$ cat src/rtl/gsm_pkg.sv
// Shared types and constants of the grid module sample point mapper.
`default_nettype none
package gsm_pkg;

  localparam int COORD_W     = 16;  // unsigned Q12.4 coordinate
  localparam int IDX_W       = 8;   // module index
  localparam int DIST_W      = 8;   // modules between finder centers
  localparam int DEN_W       = 16;  // D*(D-3)
  localparam int PROD_W      = 24;  // coordinate times distance
  localparam int STEP_W      = 26;  // signed axis step, D times a span
  localparam int OFS_W       = 10;  // signed index offset
  localparam int NUM_W       = 36;  // signed numerator
  localparam int RN_W        = 37;  // 2*|num| + den
  localparam int D2_W        = 17;  // 2*den
  localparam int OUT_W       = 18;  // signed Q13.4 result
  localparam int Q_W         = 18;  // quotient bits
  localparam int AXES        = 2;   // x is axis 0, y is axis 1

  localparam int FRONT_STAGES = 6;
  localparam int DIV_STAGES   = Q_W;
  localparam int PIPE_DEPTH   = FRONT_STAGES + DIV_STAGES + 1;

  localparam int ADDR_W = 5;
  localparam int DATA_W = 32;

  // register indexes, byte address bits 4..2
  localparam logic [2:0] REG_TOP_LEFT     = 3'd0;
  localparam logic [2:0] REG_TOP_RIGHT    = 3'd1;
  localparam logic [2:0] REG_BOTTOM_LEFT  = 3'd2;
  localparam logic [2:0] REG_ALIGNMENT    = 3'd3;
  localparam logic [2:0] REG_MODULES      = 3'd4;

  localparam logic [DIST_W-1:0] DIST_RESET = 8'd14;
  localparam logic [DIST_W-1:0] DIST_MIN   = 8'd4;
  localparam logic [DIST_W-1:0] FINDER_OFS = 8'd3;

  localparam logic signed [OUT_W-1:0] OUT_MAX = 18'sd131071;
  localparam logic signed [OUT_W-1:0] OUT_MIN = -18'sd131072;
  localparam logic [Q_W-1:0]          NEG_LIMIT = 18'd131072;

  // per-axis values derived from the configuration
  typedef struct packed {
    logic [PROD_W-1:0]        tl_d;    // TL*D
    logic [DEN_W+COORD_W-1:0] al_den;  // A*D*(D-3)
    logic signed [STEP_W-1:0] xs;      // D*(A-BLn)
    logic signed [STEP_W-1:0] ys;      // D*(A-TRn)
    logic signed [STEP_W-1:0] dtr;     // TR-TL
    logic signed [STEP_W-1:0] dbl;     // BL-TL
  } axis_cfg_t;

  typedef struct packed {
    axis_cfg_t [AXES-1:0] ax;
    logic [DIST_W-1:0]    dist_now;   // clamped D, straight from the register
    logic [DIST_W-1:0]    dist_clamp; // clamped D, registered
    logic [DEN_W-1:0]     den;        // D*(D-3), registered
  } cfg_t;

  // one axis entering the divider
  typedef struct packed {
    logic [RN_W-1:0] rn;
    logic [D2_W-1:0] d2;
    logic            neg;
    logic            ovf;
  } div_in_t;

endpackage
`default_nettype wire

$ cat src/rtl/gsm_div.sv
// Pipelined restoring divider with rounding saturation for one axis.
`default_nettype none
module gsm_div (
  input  wire logic                              clk,
  input  wire logic [gsm_pkg::DIV_STAGES:0]      en,
  input  gsm_pkg::div_in_t                       din,
  output logic signed [gsm_pkg::OUT_W-1:0]       sample
);

  logic [gsm_pkg::RN_W-1:0] r   [gsm_pkg::DIV_STAGES-1];
  logic [gsm_pkg::Q_W-1:0]  q   [gsm_pkg::DIV_STAGES];
  logic [gsm_pkg::D2_W-1:0] d2  [gsm_pkg::DIV_STAGES-1];
  logic                     neg [gsm_pkg::DIV_STAGES];
  logic                     ovf [gsm_pkg::DIV_STAGES];

  // one quotient bit per stage, most significant first
  for (genvar k = 0; k < gsm_pkg::DIV_STAGES; k++) begin : g_stage
    localparam int B = gsm_pkg::Q_W - 1 - k;
    logic [gsm_pkg::RN_W-1:0] src_r, sh;
    logic [gsm_pkg::Q_W-1:0]  src_q;
    logic [gsm_pkg::D2_W-1:0] src_d2;
    logic                     src_neg, src_ovf, geq;

    if (k == 0) begin : g_first
      assign src_r   = din.rn;
      assign src_q   = '0;
      assign src_d2  = din.d2;
      assign src_neg = din.neg;
      assign src_ovf = din.ovf;
    end else begin : g_next
      assign src_r   = r[k-1];
      assign src_q   = q[k-1];
      assign src_d2  = d2[k-1];
      assign src_neg = neg[k-1];
      assign src_ovf = ovf[k-1];
    end

    assign sh  = gsm_pkg::RN_W'(src_d2) << B;
    assign geq = src_r >= sh;

    always_ff @(posedge clk) begin
      if (en[k]) begin
        q[k]   <= src_q | (gsm_pkg::Q_W'(geq) << B);
        neg[k] <= src_neg;
        ovf[k] <= src_ovf;
      end
    end

    // the last stage keeps only the quotient
    if (k < gsm_pkg::DIV_STAGES - 1) begin : g_rem
      always_ff @(posedge clk) begin
        if (en[k]) begin
          r[k]  <= geq ? src_r - sh : src_r;
          d2[k] <= src_d2;
        end
      end
    end
  end

  // saturate and apply sign
  logic [gsm_pkg::Q_W-1:0] qf;
  logic                    big;
  logic signed [gsm_pkg::OUT_W-1:0] res;

  assign qf = q[gsm_pkg::DIV_STAGES-1];

  always_comb begin
    if (neg[gsm_pkg::DIV_STAGES-1]) begin
      big = ovf[gsm_pkg::DIV_STAGES-1] || (qf > gsm_pkg::NEG_LIMIT);
      res = big ? gsm_pkg::OUT_MIN : -$signed(qf);
    end else begin
      big = ovf[gsm_pkg::DIV_STAGES-1] || qf[gsm_pkg::Q_W-1];
      res = big ? gsm_pkg::OUT_MAX : $signed(qf);
    end
  end

  always_ff @(posedge clk) begin
    if (en[gsm_pkg::DIV_STAGES]) sample <= res;
  end

endmodule
`default_nettype wire

$ cat config.mk
export PLATFORM = sky130hd
export DESIGN_NAME = gsm_div
export DESIGN_NICKNAME = d
export VERILOG_FILES = /design/src/rtl/gsm_pkg.sv /design/src/rtl/gsm_div.sv
export SDC_FILE = /design/constraint.sdc
export NUM_CORES = 2
export LEC_CHECK = 0
export BUFFER_PORTS_ARGS = -buffer_cell sky130_fd_sc_hd__buf_2
export CORE_AREA = 2 2 305 307
export CTS_BUF_LIST = sky130_fd_sc_hd__clkbuf_16
export DETAILED_ROUTE_END_ITERATION = 8
export DIE_AREA = 0 0 307 309
export GPL_ROUTABILITY_DRIVEN = 0
export PLACE_DENSITY = 0.8
export SKIP_LAST_GASP = 1
export SYNTH_ARGS = -nofsm -noshare
export SYNTH_HDL_FRONTEND = slang
export SYNTH_SLANG_ARGS = --single-unit
$ cat constraint.sdc
create_clock -name clk -period 4.5 [get_ports clk]
set_input_delay 0.675 -clock clk [delete_from_list [all_inputs] [get_ports clk]]
set_output_delay 0.675 -clock clk [all_outputs]
set_load 0.01 [all_outputs]
==> flow_summary.toml <==
[outcome]
status = "finished, final reports clean"

[floorplan]
num_rows = 111
initial_utilization = 0.637
ios = 94
die-area_mm2 = 0.0949
die_w_um = 307
die_h_um = 309
core-area_mm2 = 0.0914

[cts]
cts_buffer_depth = 3
htree_levels = 3
clk_pin_slew_worst_paths_ns = 0.06
clock_latency_ns = 0.70
cts_sinks = 1143
cts_tree = "built"
postCtsHoldBufs = 0
cts_buffers = 112
postCtsSetupRepairBufs = 0
cts-root-buf = "clkbuf_16"

[final_layout]
layout-drive-gt1-share = 0.0770
final_cell_mix = "1143 x edfxtp_1, 442 x inv_1, 372 x nand2_1"
layout_commonest_cell = "edfxtp_1"
area_delta_synth_final_pct = 9.69
fin_util = 0.699
nets = 5422

[setup_path]
worstSetupEndpointType = "flip-flop"
arrival_ns = 4.51
crit_path_start_kind = "flip-flop"
worstPathRequired_ns = 4.95
cp_max_fo = 31
worstSetupPathType = "reg2reg"
regToRegSetupSlack_ns = 0.44

[pwr]
peakVddDrop_mv = 0.393
powerDensity_mw_per_mm2 = 576
total_power_w = 0.0368
power.leakage_nw = 24.2

[detailed_routing]
drc = 0
dr.pass1.iters = 7
vias = 39136
viasPerCell = 6.21
dr.first_iter.drc_count = 3883
ant_nets = 0
wirelength_um = 126000
wire_per_inst_um = 20.0

[sta]
rsz0062_at_grt = "false"
setup_tns_ns = 0
fin_crit_ns = 4.06
slew_viol_final = 0
worst_slew_pin_slew_ns = 1.20
finalClockSkew_ns = 0.0283
max_freq_mhz = 246
layout_setup_ws_ns = 0.439
hold-worst-slack_ns = 0.171
max_slew_margin = 0.203
setup_violations = 0
final.period_utilization = 0.902
final_hold_viol_count = 0

[grt]
grt_pass1_wl_um = 199000
grt_overflow = 0
grt_max_degree = 73
grt_usage = 0.265
grt_pass1_vias = 37656
antenna_found_initial = 2

[synth]
synth_ff_type = "edfxtp_1"
syn_nets = 5271
synth_area_per_cell_um2 = 12.0
ys_ff_latch = 1143
yosysSeqAreaShare = 0.590
ys.warnings.count = 0
yosys.cell_types.count = 92
netlist_area_mm2 = 0.0582
synth_enable_flop_cells = 1143
async_reset_ff_frac = 0
postSynthCellCount = 4871

[placed_design]
dp_hpwl_um = 92800
detailedPlace.worstSlack_ns = 0.470
port_buffers = 93

[run]
cap_violations = 0

[min_path]
hold_class = "in2reg"
-- repair_timing --
item                       in CTS  in global routing
hold endpoints to repair        0                  0
resized for setup               0                  1
setup endpoints to repair       0                  4
-- metal layers --
layer | global-route usage | part of all wire
met5 | 0 | 0.00013
met4 | 0.115 | 0.042
met3 | 0.0391 | 0.073
met2 | 0.452 | 0.48
met1 | 0.341 | 0.40
-- worst paths after layout --
path                                start        end  cells after the start
worst max-delay path            r[0][458]  r[0][509]                     10
worst min-delay path              din[14]  d2[0][12]                      1
worst max register to register  r[0][458]  r[0][509]                     10
worst min register to register   q[9][10]  q[10][10]                      0
-- critical path, cell delays in order, from the launching register on --
cell,delay (ns)
edfxtp_1,0.40
ha_1,0.43
nand4_1,0.22
or4_1,0.66
nor4_1,0.22
or4b_1,0.18
nor2_1,0.05
o211a_1,0.35
inv_1,0.81
o2111ai_1,0.25
a22o_1,0.24
-- cell type report --
class	instances	area [um^2]
antenna	1	2.50
clock buffer	115	2880
clock inverter	93	843
fill	6105	27500
inverter	430	1620
multi-input combinational	3201	21900
sequential	1143	34300
tap	1186	1480
timing repair buffer	134	773
-- cells in the mapped netlist (all sizes together) (31+ instances only) --
cell type	instances	area [um^2]
edfxtp	1143	34300
inv	429	1610
nand2	373	1400
ha	307	3840
nor2	301	1130
a21oi	296	1480
o21ai	262	1310
xnor2	228	2000
xor2	145	1270
nor3	121	611
a21o	100	751
clkbuf	85	319
nor4	76	497
nand3	75	375
nand4	74	463
o21a	69	518
nand2b	58	363
nor2b	55	344
or3	49	307
o31ai	45	338
mux2	40	450
and3	37	231
a211oi	34	260
a31oi	33	206
or4	31	233
-- power by group --
part,internal [W],total (W),switching (W)
clock,0.00543,0.00939,0.00396
sequential,0.0144,0.0159,0.00151
combinational,0.00483,0.0114,0.00661
total,0.0247,0.0368,0.0121
-- sequential cells by signal (all words and copies together) (netlist names) --
| name | count |
|---|---|
| neg | 18 |
| q | 171 |
| r | 629 |
| sample | 18 |
| ovf | 18 |
| d2 | 289 |
-- metrics by stage --
stage / cell area [um^2] / instances
detailed placement: 60100 / 6094
CTS: 63900 / 6302
global route: 63900 / 6302
finish: 63900 / 6303
floorplan: 58200 / 4871
global placement: 60100 / 6094
-- kinds of logic after synthesis --
| family | count (synthesis) | share of synthesized area |
|---|---|---|
| simple gates | 1393 | 0.122 |
| flops | 1143 | 0.590 |
| compound gates | 1063 | 0.117 |
| buf+inv | 527 | 0.0346 |
| xor+xnor | 373 | 0.0561 |
| fa+ha+maj | 324 | 0.0718 |
| mux | 48 | 0.00911 |
Note: power is estimated with default switching activity, not from simulation.
