**src/rtl/gsm_pkg.sv**
```systemverilog
// Shared types and constants of the grid module sample point mapper.
`default_nettype none
package gsm_pkg;

  localparam int COORD_W     = 16;  // unsigned Q12.4 coordinate
  localparam int IDX_W       = 8;   // module index
  localparam int DIST_W      = 8;   // modules between finder centers
  localparam int DEN_W       = 16;  // D*(D-3)
  localparam int PROD_W      = 24;  // coordinate times distance
  localparam int STEP_W      = 26;  // signed axis step, D times a span
  localparam int OFS_W       = 10;  // signed index offset
  localparam int NUM_W       = 36;  // signed numerator
  localparam int RN_W        = 37;  // 2*|num| + den
  localparam int D2_W        = 17;  // 2*den
  localparam int OUT_W       = 18;  // signed Q13.4 result
  localparam int Q_W         = 18;  // quotient bits
  localparam int AXES        = 2;   // x is axis 0, y is axis 1

  localparam int FRONT_STAGES = 6;
  localparam int DIV_STAGES   = Q_W;
  localparam int PIPE_DEPTH   = FRONT_STAGES + DIV_STAGES + 1;

  localparam int ADDR_W = 5;
  localparam int DATA_W = 32;

  // register indexes, byte address bits 4..2
  localparam logic [2:0] REG_TOP_LEFT     = 3'd0;
  localparam logic [2:0] REG_TOP_RIGHT    = 3'd1;
  localparam logic [2:0] REG_BOTTOM_LEFT  = 3'd2;
  localparam logic [2:0] REG_ALIGNMENT    = 3'd3;
  localparam logic [2:0] REG_MODULES      = 3'd4;

  localparam logic [DIST_W-1:0] DIST_RESET = 8'd14;
  localparam logic [DIST_W-1:0] DIST_MIN   = 8'd4;
  localparam logic [DIST_W-1:0] FINDER_OFS = 8'd3;

  localparam logic signed [OUT_W-1:0] OUT_MAX = 18'sd131071;
  localparam logic signed [OUT_W-1:0] OUT_MIN = -18'sd131072;
  localparam logic [Q_W-1:0]          NEG_LIMIT = 18'd131072;

  // per-axis values derived from the configuration
  typedef struct packed {
    logic [PROD_W-1:0]        tl_d;    // TL*D
    logic [DEN_W+COORD_W-1:0] al_den;  // A*D*(D-3)
    logic signed [STEP_W-1:0] xs;      // D*(A-BLn)
    logic signed [STEP_W-1:0] ys;      // D*(A-TRn)
    logic signed [STEP_W-1:0] dtr;     // TR-TL
    logic signed [STEP_W-1:0] dbl;     // BL-TL
  } axis_cfg_t;

  typedef struct packed {
    axis_cfg_t [AXES-1:0] ax;
    logic [DIST_W-1:0]    dist_now;   // clamped D, straight from the register
    logic [DIST_W-1:0]    dist_clamp; // clamped D, registered
    logic [DEN_W-1:0]     den;        // D*(D-3), registered
  } cfg_t;

  // one axis entering the divider
  typedef struct packed {
    logic [RN_W-1:0] rn;
    logic [D2_W-1:0] d2;
    logic            neg;
    logic            ovf;
  } div_in_t;

endpackage
`default_nettype wire

```
**src/rtl/gsm_front.sv**
```systemverilog
// Frame choice, products and numerator stages ahead of the dividers.
`default_nettype none
module gsm_front (
  input  wire logic                               clk,
  input  wire logic [gsm_pkg::FRONT_STAGES-1:0]   en,
  input  wire logic [gsm_pkg::IDX_W-1:0]          module_column,
  input  wire logic [gsm_pkg::IDX_W-1:0]          module_row,
  input  gsm_pkg::cfg_t                           cfg,
  output gsm_pkg::div_in_t [gsm_pkg::AXES-1:0]    div_in,
  output logic                                    frame
);

  logic [gsm_pkg::IDX_W-1:0] col0, row0, col1, row1;
  logic frame1, frame2, frame3, frame4, frame5;
  logic signed [gsm_pkg::OFS_W-1:0] c1, c2;
  logic [gsm_pkg::DIST_W-1:0] ofs;

  // stage 0: capture indices
  always_ff @(posedge clk) begin
    if (en[0]) begin
      col0 <= module_column;
      row0 <= module_row;
    end
  end

  // stage 1: frame choice
  always_ff @(posedge clk) begin
    if (en[1]) begin
      col1   <= col0;
      row1   <= row0;
      frame1 <= !(col0 < cfg.dist_now && row0 < cfg.dist_now);
    end
  end

  // stage 2: index offsets
  assign ofs = frame1 ? cfg.dist_clamp : gsm_pkg::FINDER_OFS;

  always_ff @(posedge clk) begin
    if (en[2]) begin
      frame2 <= frame1;
      c1     <= $signed({2'b00, col1}) - $signed({2'b00, ofs});
      c2     <= $signed({2'b00, row1}) - $signed({2'b00, ofs});
    end
  end

  always_ff @(posedge clk) begin
    if (en[3]) frame3 <= frame2;
    if (en[4]) frame4 <= frame3;
    if (en[5]) frame5 <= frame4;
  end

  for (genvar a = 0; a < gsm_pkg::AXES; a++) begin : g_axis
    logic signed [gsm_pkg::NUM_W-1:0] p0, p1, p2, num;
    logic signed [gsm_pkg::STEP_W-1:0] s1, s2;
    logic [gsm_pkg::NUM_W-1:0] mag;
    logic [gsm_pkg::DEN_W-1:0] den;
    logic [gsm_pkg::RN_W-1:0]  rn;
    logic [gsm_pkg::D2_W-1:0]  d2;

    assign s1 = frame2 ? cfg.ax[a].xs : cfg.ax[a].dtr;
    assign s2 = frame2 ? cfg.ax[a].ys : cfg.ax[a].dbl;

    // stage 3: the three products
    always_ff @(posedge clk) begin
      if (en[3]) begin
        p0 <= frame2 ? $signed({4'd0, cfg.ax[a].al_den})
                     : $signed({12'd0, cfg.ax[a].tl_d});
        p1 <= s1 * c1;
        p2 <= s2 * c2;
      end
    end

    // stage 4: numerator
    always_ff @(posedge clk) begin
      if (en[4]) num <= p0 + p1 + p2;
    end

    // stage 5: magnitude, rounding bias and range check
    assign mag = num[gsm_pkg::NUM_W-1] ? gsm_pkg::NUM_W'(-num) : gsm_pkg::NUM_W'(num);
    assign den = frame4 ? cfg.den : gsm_pkg::DEN_W'(cfg.dist_clamp);
    assign rn  = {mag, 1'b0} + gsm_pkg::RN_W'(den);
    assign d2  = {den, 1'b0};

    always_ff @(posedge clk) begin
      if (en[5]) begin
        div_in[a].rn  <= rn;
        div_in[a].d2  <= d2;
        div_in[a].neg <= num[gsm_pkg::NUM_W-1];
        div_in[a].ovf <= rn >= {2'b00, d2, {gsm_pkg::Q_W{1'b0}}};
      end
    end
  end

  assign frame = frame5;

endmodule
`default_nettype wire

```
**config.mk**
```make
export PLATFORM = sky130hd
export DESIGN_NAME = gsm_front
export DESIGN_NICKNAME = d
export VERILOG_FILES = /design/src/rtl/gsm_pkg.sv /design/src/rtl/gsm_front.sv
export SDC_FILE = /design/constraint.sdc
export NUM_CORES = 2
export LEC_CHECK = 0
export BUFFER_PORTS_ARGS = -buffer_cell sky130_fd_sc_hd__buf_2
export CORE_AREA = 3 3 338 424
export CTS_CLUSTER_SIZE = 24
export DETAILED_ROUTE_END_ITERATION = 10
export DIE_AREA = 0 0 341 427
export GPL_ROUTABILITY_DRIVEN = 0
export HOLD_SLACK_MARGIN = 0.06
export REMOVE_ABC_BUFFERS = 1
export SETUP_SLACK_MARGIN = 0.3
export SYNTH_ARGS = -nofsm -noshare
export SYNTH_HDL_FRONTEND = slang
export SYNTH_SLANG_ARGS = --single-unit
```
**constraint.sdc**
```tcl
create_clock -name clk -period 9.6 [get_ports clk]
set_clock_uncertainty 0.1 [all_clocks]
set_input_delay 1.44 -clock clk [delete_from_list [all_inputs] [get_ports clk]]
set_output_delay 1.44 -clock clk [all_outputs]
set_load 0.02 [all_outputs]
```
==> flow_summary_export.csv <==
group,metric,value,unit
run_status,status,"finished clean",
placed_design,dp.cells,7501,
finish,final_cells,7591,
sta,drv_slew,0,
critical_path,path_cells,"buf_4, mux2_2, and2_1, fa_1, inv_1, fa_1, inv_1, fa_1, fa_1, fa_1, ha_1, o21ai_0, o21bai_1, o41ai_1, a31oi_1, o21ai_0, o21ai_0, o41ai_1, o21ai_0, xor2_1",
route,via_per_inst,5.25,
synthesis,synth.distinct_cells,98,
cts,clkTransAtPathRegs,0.07,ns
critical_path,worstSetupEndpointType,"flip-flop",
route,dr.pass1.iters,6,
floorplanning,core,0.139,sq mm
synthesis,synth.top_cell.area_share,0.297,
placed_design,io_buffer_count,485,
run,max_cap_viol_count,0,
synthesis,postSynthCellCount,5283,
route,wirelength,145,mm
cts,clk-insertion-delay-late,0.65,ns
route,wire_per_inst,19.1,um
cts,postCtsSetupRepairBufs,0,
critical_path,critPathMaxStageDelay,0.66,ns
sta,finalSetupViolCount,0,
global_route,antenna_found_initial,4,
sta,max_freq,130,MHz
critical_path,crit_arrival,7.97,ns
critical_path,critPathMaxFanout,27,
global_route,grt_pass1_wl,229,mm
global_route,grt_pass1_vias,41300,
global_route,grt-ovfl-total,0,
sta,worst-slew-pin-transition,1.21,ns
cts,root_buffer,"clkbuf_16",
cts,cts_sinks,423,
critical_path,cp_common_cell,"fa_1",
synthesis,synth_area_leaders,"fa_1 30%, edfxtp_1 23%, ha_1 10%, and2_1 5.7%, inv_1 4.1%",
critical_path,crit_slowest_cell,"edfxtp_1",
sta,finalCritPeriodShare,0.804,
synthesis,synth_edf_count,423,
floorplanning,start_util,0.401,
worst_hold_path,hold_class,"reg -> reg",
sta,period_minus_slack,7.72,ns
global_route,grt_start_max_net_pins,96,
route,drt_iter0_markers,2293,
cts,cts_max_level,2,
floorplanning,dieArea,0.146,sq mm
synthesis,ys_seq_area_frac,0.228,
synthesis,yosysMostFrequentCell,"fa_1",
floorplanning,fp.dieW,341,um
synthesis,synth-seq-cells,423,
synthesis,synth_ff_type,"edfxtp_1",
cts,clk_path_buf_depth,3,
critical_path,start_kind,"flip-flop",
sta,hold_viol,0,
synthesis,synth_commonest_cells,"826 x fa_1, 611 x inv_1, 504 x and2_1",
route,ant_nets,0,
global_route,grt_use_total,0.200,
finish,syn_to_final_growth,10.7,%
synthesis,yosys_warnings,0,
synthesis,synth_top_cell_by_area,"fa_1",
cts,cts_buffers,46,
cts,cts_tree,"done",
sta,rsz0062_at_grt,"false",
floorplanning,die_h,427,um
synthesis,syn_area,0.0558,sq mm
route,drcViolationCount,0,
route,vias,39800,
floorplanning,io_pins,488,
finish,fillers,13300,
synthesis,syn_avg_cell_area,10.6,sq um
cts,cts-resized-gates,0,
cts,cts-hold-fix-buffers,0,
synthesis,ys_async_sr_fraction,0,
floorplanning,row_count,153,
critical_path,crit_type,"reg -> reg",
critical_path,required,9.85,ns
placed_design,dp_hpwl,118,mm
finish,drive_above_1_share,0.142,
sta,slew_headroom,0.197,
finish,nets,7347,
[final timing paths]
kind / startpoint / to / slack, ns / depth (start not counted)
worst max-delay path: frame2$_DFFE_PP_ / g_axis[0].p1[32]$_DFFE_PP_ / 1.88 / 20
worst min-delay path: frame3$_DFFE_PP_ / frame4$_DFFE_PP_ / 0.31 / 0
worst max register to register: frame2$_DFFE_PP_ / g_axis[0].p1[32]$_DFFE_PP_ / 1.88 / 20
worst min register to register: frame3$_DFFE_PP_ / frame4$_DFFE_PP_ / 0.31 / 0
[metal layers]
| metal | track usage | part of all wire | vias to the layer above |
|---|---|---|---|
| li1 | - | - | 18400 |
| met1 | 0.257 | 0.42 | 20100 |
| met2 | 0.354 | 0.50 | 1066 |
| met3 | 0.0161 | 0.044 | 191 |
| met4 | 0.0715 | 0.039 | 2 |
| met5 | 0 | 0.000090 | - |
[critical path, delay by kind of cell, from the launching register on]
kind / cells / cell delay (ns)
xor+xnor: 1 / 0.17
flops: 1 / 0.66
mux: 1 / 0.50
simple gates: 1 / 0.21
buf+inv: 3 / 0.56
fa+ha+maj: 6 / 2.74
compound gates: 8 / 2.44
[area by class of cell]
cell class	instances	area, sq um	share of cell area
timing repair buffer	519	2720	0.0441
sequential	423	12700	0.206
clock buffer	50	1170	0.0189
clock inverter	36	477	0.00772
inverter	613	2300	0.0373
tap	1860	2330	0.0377
antenna	4	10.0	0.000162
multi-input combinational	4086	40000	0.648
[flip-flops by register name (all words and copies together), names as in the netlist]
name / cells
g_axis.num: 72
c1: 9
frame4: 1
frame: 1
g_axis.p1: 70
frame3: 1
row1: 8
div_in: 92
frame2: 1
c2: 9
g_axis.p0: 64
g_axis.p2: 70
frame1: 1
row0: 8
col0: 8
col1: 8
[metrics by stage]
step	worst slack (ns)	utilization	area (sq um)	hold slack (ns)	setup TNS (ns)
2_1_floorplan	-0.0259	-	55000	0.300	-0.0259
3_3_place_gp	1.68	0.432	60100	0.301	0
3_5_place_dp	1.63	0.432	60100	0.313	0
4_1_cts	1.90	0.444	61700	0.324	0
5_1_grt	1.47	0.444	61700	0.335	0
6_report	1.88	0.444	61800	0.315	0
[cell usage in the layout (no fill, tap or decap), types with 19 or more instances in the layout]
| cell | synthesis | layout |
|---|---|---|
| a211oi_1 | 30 | 30 |
| a21o_1 | 113 | 113 |
| a21oi_1 | 174 | 174 |
| and2_1 | 504 | 504 |
| and3_1 | 28 | 28 |
| buf_2 | 5 | 482 |
| buf_4 | 21 | 34 |
| clkbuf_16 | 0 | 46 |
| edfxtp_1 | 423 | 423 |
| fa_1 | 826 | 826 |
| ha_1 | 457 | 457 |
| inv_1 | 611 | 611 |
| mux2_2 | 148 | 148 |
| nand2_1 | 469 | 469 |
| nand2b_1 | 48 | 48 |
| nand3_1 | 44 | 44 |
| nand4_1 | 26 | 26 |
| nor2_1 | 234 | 234 |
| nor2b_1 | 63 | 63 |
| nor3_1 | 65 | 65 |
| nor4_1 | 23 | 23 |
| o211ai_1 | 19 | 19 |
| o21a_1 | 36 | 36 |
| o21ai_0 | 131 | 131 |
| o21bai_1 | 34 | 34 |
| o31ai_1 | 24 | 24 |
| o41ai_1 | 25 | 25 |
| or2_2 | 26 | 26 |
| or3_1 | 23 | 23 |
| xnor2_1 | 213 | 213 |
| xor2_1 | 105 | 105 |
[logic make-up after synthesis]
logic type / Yosys count / synth area share
simple gates: 1609 / 0.151
fa+ha+maj: 1283 / 0.399
buf+inv: 775 / 0.0541
compound gates: 711 / 0.0856
flops: 423 / 0.228
xor+xnor: 318 / 0.0499
mux: 163 / 0.0327
other cells: 1 / 0.0000673
Power is not shown: default switching activity piles up to over one toggle a cycle in this logic, so the estimate is an artifact.
