File: src/rtl/gsm_pkg.sv
// Shared types and constants of the grid module sample point mapper.
`default_nettype none
package gsm_pkg;

  localparam int COORD_W     = 16;  // unsigned Q12.4 coordinate
  localparam int IDX_W       = 8;   // module index
  localparam int DIST_W      = 8;   // modules between finder centers
  localparam int DEN_W       = 16;  // D*(D-3)
  localparam int PROD_W      = 24;  // coordinate times distance
  localparam int STEP_W      = 26;  // signed axis step, D times a span
  localparam int OFS_W       = 10;  // signed index offset
  localparam int NUM_W       = 36;  // signed numerator
  localparam int RN_W        = 37;  // 2*|num| + den
  localparam int D2_W        = 17;  // 2*den
  localparam int OUT_W       = 18;  // signed Q13.4 result
  localparam int Q_W         = 18;  // quotient bits
  localparam int AXES        = 2;   // x is axis 0, y is axis 1

  localparam int FRONT_STAGES = 6;
  localparam int DIV_STAGES   = Q_W;
  localparam int PIPE_DEPTH   = FRONT_STAGES + DIV_STAGES + 1;

  localparam int ADDR_W = 5;
  localparam int DATA_W = 32;

  // register indexes, byte address bits 4..2
  localparam logic [2:0] REG_TOP_LEFT     = 3'd0;
  localparam logic [2:0] REG_TOP_RIGHT    = 3'd1;
  localparam logic [2:0] REG_BOTTOM_LEFT  = 3'd2;
  localparam logic [2:0] REG_ALIGNMENT    = 3'd3;
  localparam logic [2:0] REG_MODULES      = 3'd4;

  localparam logic [DIST_W-1:0] DIST_RESET = 8'd14;
  localparam logic [DIST_W-1:0] DIST_MIN   = 8'd4;
  localparam logic [DIST_W-1:0] FINDER_OFS = 8'd3;

  localparam logic signed [OUT_W-1:0] OUT_MAX = 18'sd131071;
  localparam logic signed [OUT_W-1:0] OUT_MIN = -18'sd131072;
  localparam logic [Q_W-1:0]          NEG_LIMIT = 18'd131072;

  // per-axis values derived from the configuration
  typedef struct packed {
    logic [PROD_W-1:0]        tl_d;    // TL*D
    logic [DEN_W+COORD_W-1:0] al_den;  // A*D*(D-3)
    logic signed [STEP_W-1:0] xs;      // D*(A-BLn)
    logic signed [STEP_W-1:0] ys;      // D*(A-TRn)
    logic signed [STEP_W-1:0] dtr;     // TR-TL
    logic signed [STEP_W-1:0] dbl;     // BL-TL
  } axis_cfg_t;

  typedef struct packed {
    axis_cfg_t [AXES-1:0] ax;
    logic [DIST_W-1:0]    dist_now;   // clamped D, straight from the register
    logic [DIST_W-1:0]    dist_clamp; // clamped D, registered
    logic [DEN_W-1:0]     den;        // D*(D-3), registered
  } cfg_t;

  // one axis entering the divider
  typedef struct packed {
    logic [RN_W-1:0] rn;
    logic [D2_W-1:0] d2;
    logic            neg;
    logic            ovf;
  } div_in_t;

endpackage
`default_nettype wire

File: src/rtl/gsm_cfg.sv
// Register file and derived frame constants of the sample point mapper.
`default_nettype none
module gsm_cfg (
  input  wire logic                       clk,
  input  wire logic                       rst,
  input  wire logic                       psel,
  input  wire logic                       penable,
  input  wire logic                       pwrite,
  input  wire logic [gsm_pkg::ADDR_W-1:0] paddr,
  input  wire logic [gsm_pkg::DATA_W-1:0] pwdata,
  output logic      [gsm_pkg::DATA_W-1:0] prdata,
  output gsm_pkg::cfg_t                   cfg
);

  logic [31:0] top_left;
  logic [31:0] top_right;
  logic [31:0] bottom_left;
  logic [31:0] alignment;
  logic [gsm_pkg::DIST_W-1:0] modules;

  logic wr;
  logic [gsm_pkg::DIST_W-1:0] dq;

  // first level of derived values
  logic [gsm_pkg::DIST_W-1:0] dist_clamp;
  logic [gsm_pkg::DEN_W-1:0]  den;
  logic [gsm_pkg::PROD_W-1:0] al_d  [gsm_pkg::AXES];
  logic [gsm_pkg::PROD_W-1:0] bl_m  [gsm_pkg::AXES];
  logic [gsm_pkg::PROD_W-1:0] tr_m  [gsm_pkg::AXES];
  logic [gsm_pkg::PROD_W-1:0] tl_d  [gsm_pkg::AXES];
  logic [gsm_pkg::COORD_W+1:0] tl_3 [gsm_pkg::AXES];

  // second level
  logic signed [gsm_pkg::STEP_W-1:0] xs  [gsm_pkg::AXES];
  logic signed [gsm_pkg::STEP_W-1:0] ys  [gsm_pkg::AXES];
  logic signed [gsm_pkg::STEP_W-1:0] dtr [gsm_pkg::AXES];
  logic signed [gsm_pkg::STEP_W-1:0] dbl [gsm_pkg::AXES];
  logic [gsm_pkg::DEN_W+gsm_pkg::COORD_W-1:0] al_den [gsm_pkg::AXES];

  assign wr = psel && penable && pwrite;

  // register writes
  always_ff @(posedge clk) begin
    if (rst) begin
      top_left    <= '0;
      top_right   <= '0;
      bottom_left <= '0;
      alignment   <= '0;
      modules     <= gsm_pkg::DIST_RESET;
    end else if (wr) begin
      unique case (paddr[4:2])
        gsm_pkg::REG_TOP_LEFT:    top_left    <= pwdata;
        gsm_pkg::REG_TOP_RIGHT:   top_right   <= pwdata;
        gsm_pkg::REG_BOTTOM_LEFT: bottom_left <= pwdata;
        gsm_pkg::REG_ALIGNMENT:   alignment   <= pwdata;
        gsm_pkg::REG_MODULES:     modules     <= pwdata[gsm_pkg::DIST_W-1:0];
        default: ;
      endcase
    end
  end

  // read back
  always_comb begin
    unique case (paddr[4:2])
      gsm_pkg::REG_TOP_LEFT:    prdata = top_left;
      gsm_pkg::REG_TOP_RIGHT:   prdata = top_right;
      gsm_pkg::REG_BOTTOM_LEFT: prdata = bottom_left;
      gsm_pkg::REG_ALIGNMENT:   prdata = alignment;
      gsm_pkg::REG_MODULES:     prdata = {24'd0, modules};
      default:                  prdata = '0;
    endcase
  end

  // distances below four act as four
  assign dq = (modules < gsm_pkg::DIST_MIN) ? gsm_pkg::DIST_MIN : modules;

  always_ff @(posedge clk) begin
    dist_clamp <= dq;
    den        <= gsm_pkg::DEN_W'(dq * (dq - gsm_pkg::FINDER_OFS));
  end

  for (genvar a = 0; a < gsm_pkg::AXES; a++) begin : g_axis
    logic [gsm_pkg::COORD_W-1:0] tl_c, tr_c, bl_c, al_c;
    logic [gsm_pkg::COORD_W-1:0] tl_r, tr_r, al_r;

    // axis 0 is x in the high half
    assign tl_c = (a == 0) ? top_left[31:16]    : top_left[15:0];
    assign tr_c = (a == 0) ? top_right[31:16]   : top_right[15:0];
    assign bl_c = (a == 0) ? bottom_left[31:16] : bottom_left[15:0];
    assign al_c = (a == 0) ? alignment[31:16]   : alignment[15:0];

    // products of coordinates and distances
    always_ff @(posedge clk) begin
      tl_r    <= tl_c;
      tr_r    <= tr_c;
      al_r    <= al_c;
      al_d[a] <= gsm_pkg::PROD_W'(al_c * dq);
      bl_m[a] <= gsm_pkg::PROD_W'(bl_c * (dq - gsm_pkg::FINDER_OFS));
      tr_m[a] <= gsm_pkg::PROD_W'(tr_c * (dq - gsm_pkg::FINDER_OFS));
      tl_d[a] <= gsm_pkg::PROD_W'(tl_c * dq);
      tl_3[a] <= 18'(tl_c) + 18'({tl_c, 1'b0});
    end

    // alignment frame steps and top-left frame spans
    always_ff @(posedge clk) begin
      xs[a]     <= $signed({2'b00, al_d[a]}) - $signed({2'b00, bl_m[a]})
                   - $signed({8'd0, tl_3[a]});
      ys[a]     <= $signed({2'b00, al_d[a]}) - $signed({2'b00, tr_m[a]})
                   - $signed({8'd0, tl_3[a]});
      dtr[a]    <= $signed({10'd0, tr_r}) - $signed({10'd0, tl_r});
      dbl[a]    <= $signed({10'd0, bl_c}) - $signed({10'd0, tl_c});
      al_den[a] <= al_r * den;
    end

    assign cfg.ax[a].tl_d   = tl_d[a];
    assign cfg.ax[a].al_den = al_den[a];
    assign cfg.ax[a].xs     = xs[a];
    assign cfg.ax[a].ys     = ys[a];
    assign cfg.ax[a].dtr    = dtr[a];
    assign cfg.ax[a].dbl    = dbl[a];
  end

  assign cfg.dist_now   = dq;
  assign cfg.dist_clamp = dist_clamp;
  assign cfg.den        = den;

endmodule
`default_nettype wire

File: config.mk
export PLATFORM = sky130hd
export DESIGN_NAME = gsm_cfg
export DESIGN_NICKNAME = d
export VERILOG_FILES = /design/src/rtl/gsm_pkg.sv /design/src/rtl/gsm_cfg.sv
export SDC_FILE = /design/constraint.sdc
export NUM_CORES = 2
export LEC_CHECK = 0
export BUFFER_PORTS_ARGS = -buffer_cell sky130_fd_sc_hd__buf_4
export CORE_UTILIZATION = 35
export DETAILED_ROUTE_END_ITERATION = 16
export GPL_TIMING_DRIVEN = 0
export PLACE_DENSITY_LB_ADDON = 0.3
export SETUP_SLACK_MARGIN = 0.1
export SYNTH_ARGS = -nofsm -noshare
export SYNTH_HDL_FRONTEND = slang
export SYNTH_SLANG_ARGS = --single-unit
File: constraint.sdc
create_clock -name clk -period 10.25 [get_ports clk]
set_input_delay 1.025 -clock clk [delete_from_list [all_inputs] [get_ports clk]]
set_output_delay 1.025 -clock clk [all_outputs]
set_load 0.05 [all_outputs]
==> results.sh <==
export IMPL_drive_gt1_share_pct=6.892
export IMPL_rsz0062_at_grt="true"
export IMPL_skew_ns=0.06639
export IMPL_hold_class="reg2reg"
export IMPL_critPathLaunch="modules[3]"
export IMPL_path_clk_slew_ns=0.06
export IMPL_grt_pass1_vias=69100
export IMPL_fin_crit_sh_pct=95.86
export IMPL_nNetsFinal=12500
export IMPL_synth_edf_count=0
export IMPL_drv_cap=0
export IMPL_required_ns=10.89
export IMPL_finalNonFillerCells=13490
export IMPL_place_gp_congestion=0.9908
export IMPL_ys_seq_elements=715
export IMPL_area_growth_pct=12.62
export IMPL_ir_drop_mv=0.3877
export IMPL_ys_types=83
export IMPL_clk_root_buffer_cell="clkbuf_16"
export IMPL_async_flop_share_pct=0
export IMPL_rows=181
export IMPL_die_h_um=497.3
export IMPL_hpwl_mm=242.7
export IMPL_die_w_um=497.3
export IMPL_dp_slack_ns=-1.247
export IMPL_setup_violations=0
export IMPL_slew_headroom_pct=1.406
export IMPL_vias=66710
export IMPL_synth_top_area_cell="fa_1"
export IMPL_coreArea_um2=243500
export IMPL_critPathLaunchType="flop"
export IMPL_cts_made_buffers=86
export IMPL_seq_area_um2=14310
export IMPL_critPathMostFrequentCell="fa_1"
export IMPL_cts_hold_buf=0
export IMPL_end_kind="flop"
export IMPL_clock_sinks=715
export IMPL_yosys_warnings=0
export IMPL_fin_util_pct=39.71
export IMPL_critPathKind="reg2reg"
export IMPL_pwr_density_cell_nw_per_um2=154.5
export IMPL_n_fill_cell=24470
export IMPL_grt_use_total_pct=23.53
export IMPL_hold_start="alignment[6]"
export IMPL_maxSlewViolCount=0
export IMPL_syn_avg_cell_area_um2=9.005
export IMPL_whs_ns=0.3517
export IMPL_critPathArrivalTime_ns=10.46
export IMPL_antenna_found_initial=38
export IMPL_ant_nets=0
export IMPL_max_stage_delay_ns=0.54
export IMPL_syn_area_um2=85850
export IMPL_crit_reg2reg_launch="modules[3]"
export IMPL_wl_per_cell_um=21.57
export IMPL_synthTopCellsByArea="fa_1 (31%), dfxtp_1 (17%), ha_1 (14%)"
export IMPL_min_period_ns=9.825
export IMPL_synth_top_area_share_pct=30.92
export IMPL_p_leak_nw=46.59
export IMPL_pin_count=426
export IMPL_status="complete, no violations"
export IMPL_seq_area_frac_synth_pct=16.67
export IMPL_clkLatencyLatePin_ns=0.78
export IMPL_io_buffers=419
export IMPL_hold_viol=0
export IMPL_grt_pass1_wl_mm=433.9
export IMPL_overflow=0
export IMPL_dieArea_um2=247300
export IMPL_fmax_mhz=101.8
export IMPL_vias_per_cell=4.946
export IMPL_netlist_instances=9533
export IMPL_drc_errors=0
export IMPL_ys_flop_type="dfxtp_1"
export IMPL_firstDrtPassIters=6
export IMPL_drt_iter0_drc=4590
export IMPL_crit_path_top_delay_cell="or4_1"
export IMPL_multi_input_area_um2=63510
export IMPL_setup_slack_ns=0.4247
export IMPL_start_util_pct=35.26
export IMPL_worst_pin_slew_ns=1.479
export IMPL_clockBufferDepth=3
export IMPL_drt_total_wl_mm=290.9
export IMPL_grt_start_max_net_pins=17
export IMPL_dp_cells=13310
export IMPL_finalSetupTns_ns=0
export IMPL_htreeDepth=3
export IMPL_critPathMaxFanout=14
export IMPL_cts_tree="built"
[synthesized netlist by cell type (7+ instances only)]
cell type,number
a2111oi_0,7
a211o_1,12
a211oi_1,29
a21boi_0,36
a21o_1,88
a21oi_1,416
a31o_2,10
a31oi_1,30
a41oi_1,7
and2_1,324
and3_1,54
buf_1,47
buf_4,39
clkbuf_1,308
dfxtp_1,715
fa_1,1326
ha_1,944
inv_1,1859
mux2i_1,25
mux4_2,24
nand2_1,1177
nand2b_1,194
nand3_1,65
nand3b_1,10
nand4_1,13
nor2_1,348
nor2b_1,327
nor3_1,93
nor4_1,13
o2111ai_1,9
o211ai_1,23
o21a_1,75
o21ai_0,178
o21bai_1,49
o22ai_1,18
o31a_1,14
o31ai_1,19
o41ai_1,7
or2_2,20
or3_1,41
xnor2_1,341
xor2_1,110
[worst paths after layout]
path         cells after the start                end  slack, ns
min reg2reg                      0  g_axis[1].al_r[6]       0.35
max                             28        bl_m[0][46]       0.42
max reg2reg                     28        bl_m[0][46]       0.42
min                              0  g_axis[1].al_r[6]       0.35
[power breakdown]
part / internal (W) / switching (W)
Sequential: 0.00320 / 0.000158
Combinational: 0.00320 / 0.00514
Clock: 0.00182 / 0.00142
[area by class of cell]
class,instances,area share [%]
inverter,1861,7.226
sequential,715,14.81
buffer,392,1.714
multi-input combinational,6714,65.70
tap,3202,4.144
timing repair buffer,420,3.259
clock inverter,46,0.5656
antenna,26,0.06730
clock buffer,111,2.522
[per-stage QoR]
stage	cell area [um2]	total power, W
floorplan	86410	0.009365
global placement	93570	0.01181
detailed placement	93570	0.01185
CTS	96590	0.01519
global route	96670	0.01612
finish	96680	0.01494
[cells in the final DEF, fill, tap and decap left out, types with 88 or more instances in the layout]
master,Yosys,layout
a21oi_1,416,416
o21ai_0,178,178
ha_1,944,944
xnor2_1,341,341
buf_4,39,460
nand2b_1,194,194
conb_1,2,153
inv_1,1859,1859
clkbuf_1,308,294
nor2b_1,327,327
nor2_1,348,348
clkbuf_16,0,88
nor3_1,93,93
nand2_1,1177,1177
dfxtp_1,715,715
a21o_1,88,88
and2_1,324,324
fa_1,1326,1326
xor2_1,110,110
[cells by family (layout without fill, tap and decap cells)]
| family | after synthesis | count (layout) | synth area share, % |
|---|---|---|---|
| and+or+nand+nor | 2706 | 2706 | 15.15 |
| DFF | 715 | 715 | 16.67 |
| xor gates and xnor gates | 451 | 451 | 4.601 |
| muxes | 50 | 50 | 0.9342 |
| buffers and inverters | 2255 | 2830 | 10.03 |
| AOI/OAI and AO/OA | 1084 | 1084 | 7.920 |
| adders and majority gates | 2270 | 2270 | 44.68 |
| other | 2 | 179 | 0.008748 |
[per-layer routing]
layer	wire (um)	GRT usage (%)
met1	114600	28.21
met2	137500	39.03
met3	17260	3.501
met4	21560	15.85
met5	33	0
[worst max-delay path: cells and delay by family, from the launching register on]
| family | cells | cell delay (ns) |
|---|---|---|
| compound gates | 4 | 1.19 |
| fa+ha+maj | 9 | 4.10 |
| buf+inv | 5 | 1.08 |
| flops | 1 | 0.37 |
| simple gates | 10 | 2.98 |
[state kept, by name, summed over array words and instances (netlist names)]
signal,cells
xs,52
tl_d,48
top_right,32
alignment,32
top_left,32
al_d,48
dbl,34
ys,52
g_axis.al_r,32
dtr,34
bottom_left,32
bl_m,48
tr_m,48
al_den,62
den,15
g_axis.tr_r,32
tl_3,35
dist_clamp,8
g_axis.tl_r,31
modules,8
[what timing repair did]
| item | 4_1_cts | 5_1_grt |
|---|---|---|
| setup endpoints to repair | 27 | 13 |
| setup buffers | 0 | 0 |
| gates cloned | 0 | 0 |
| resized for setup | 21 | 28 |
Note: power is estimated with default switching activity, not from simulation.
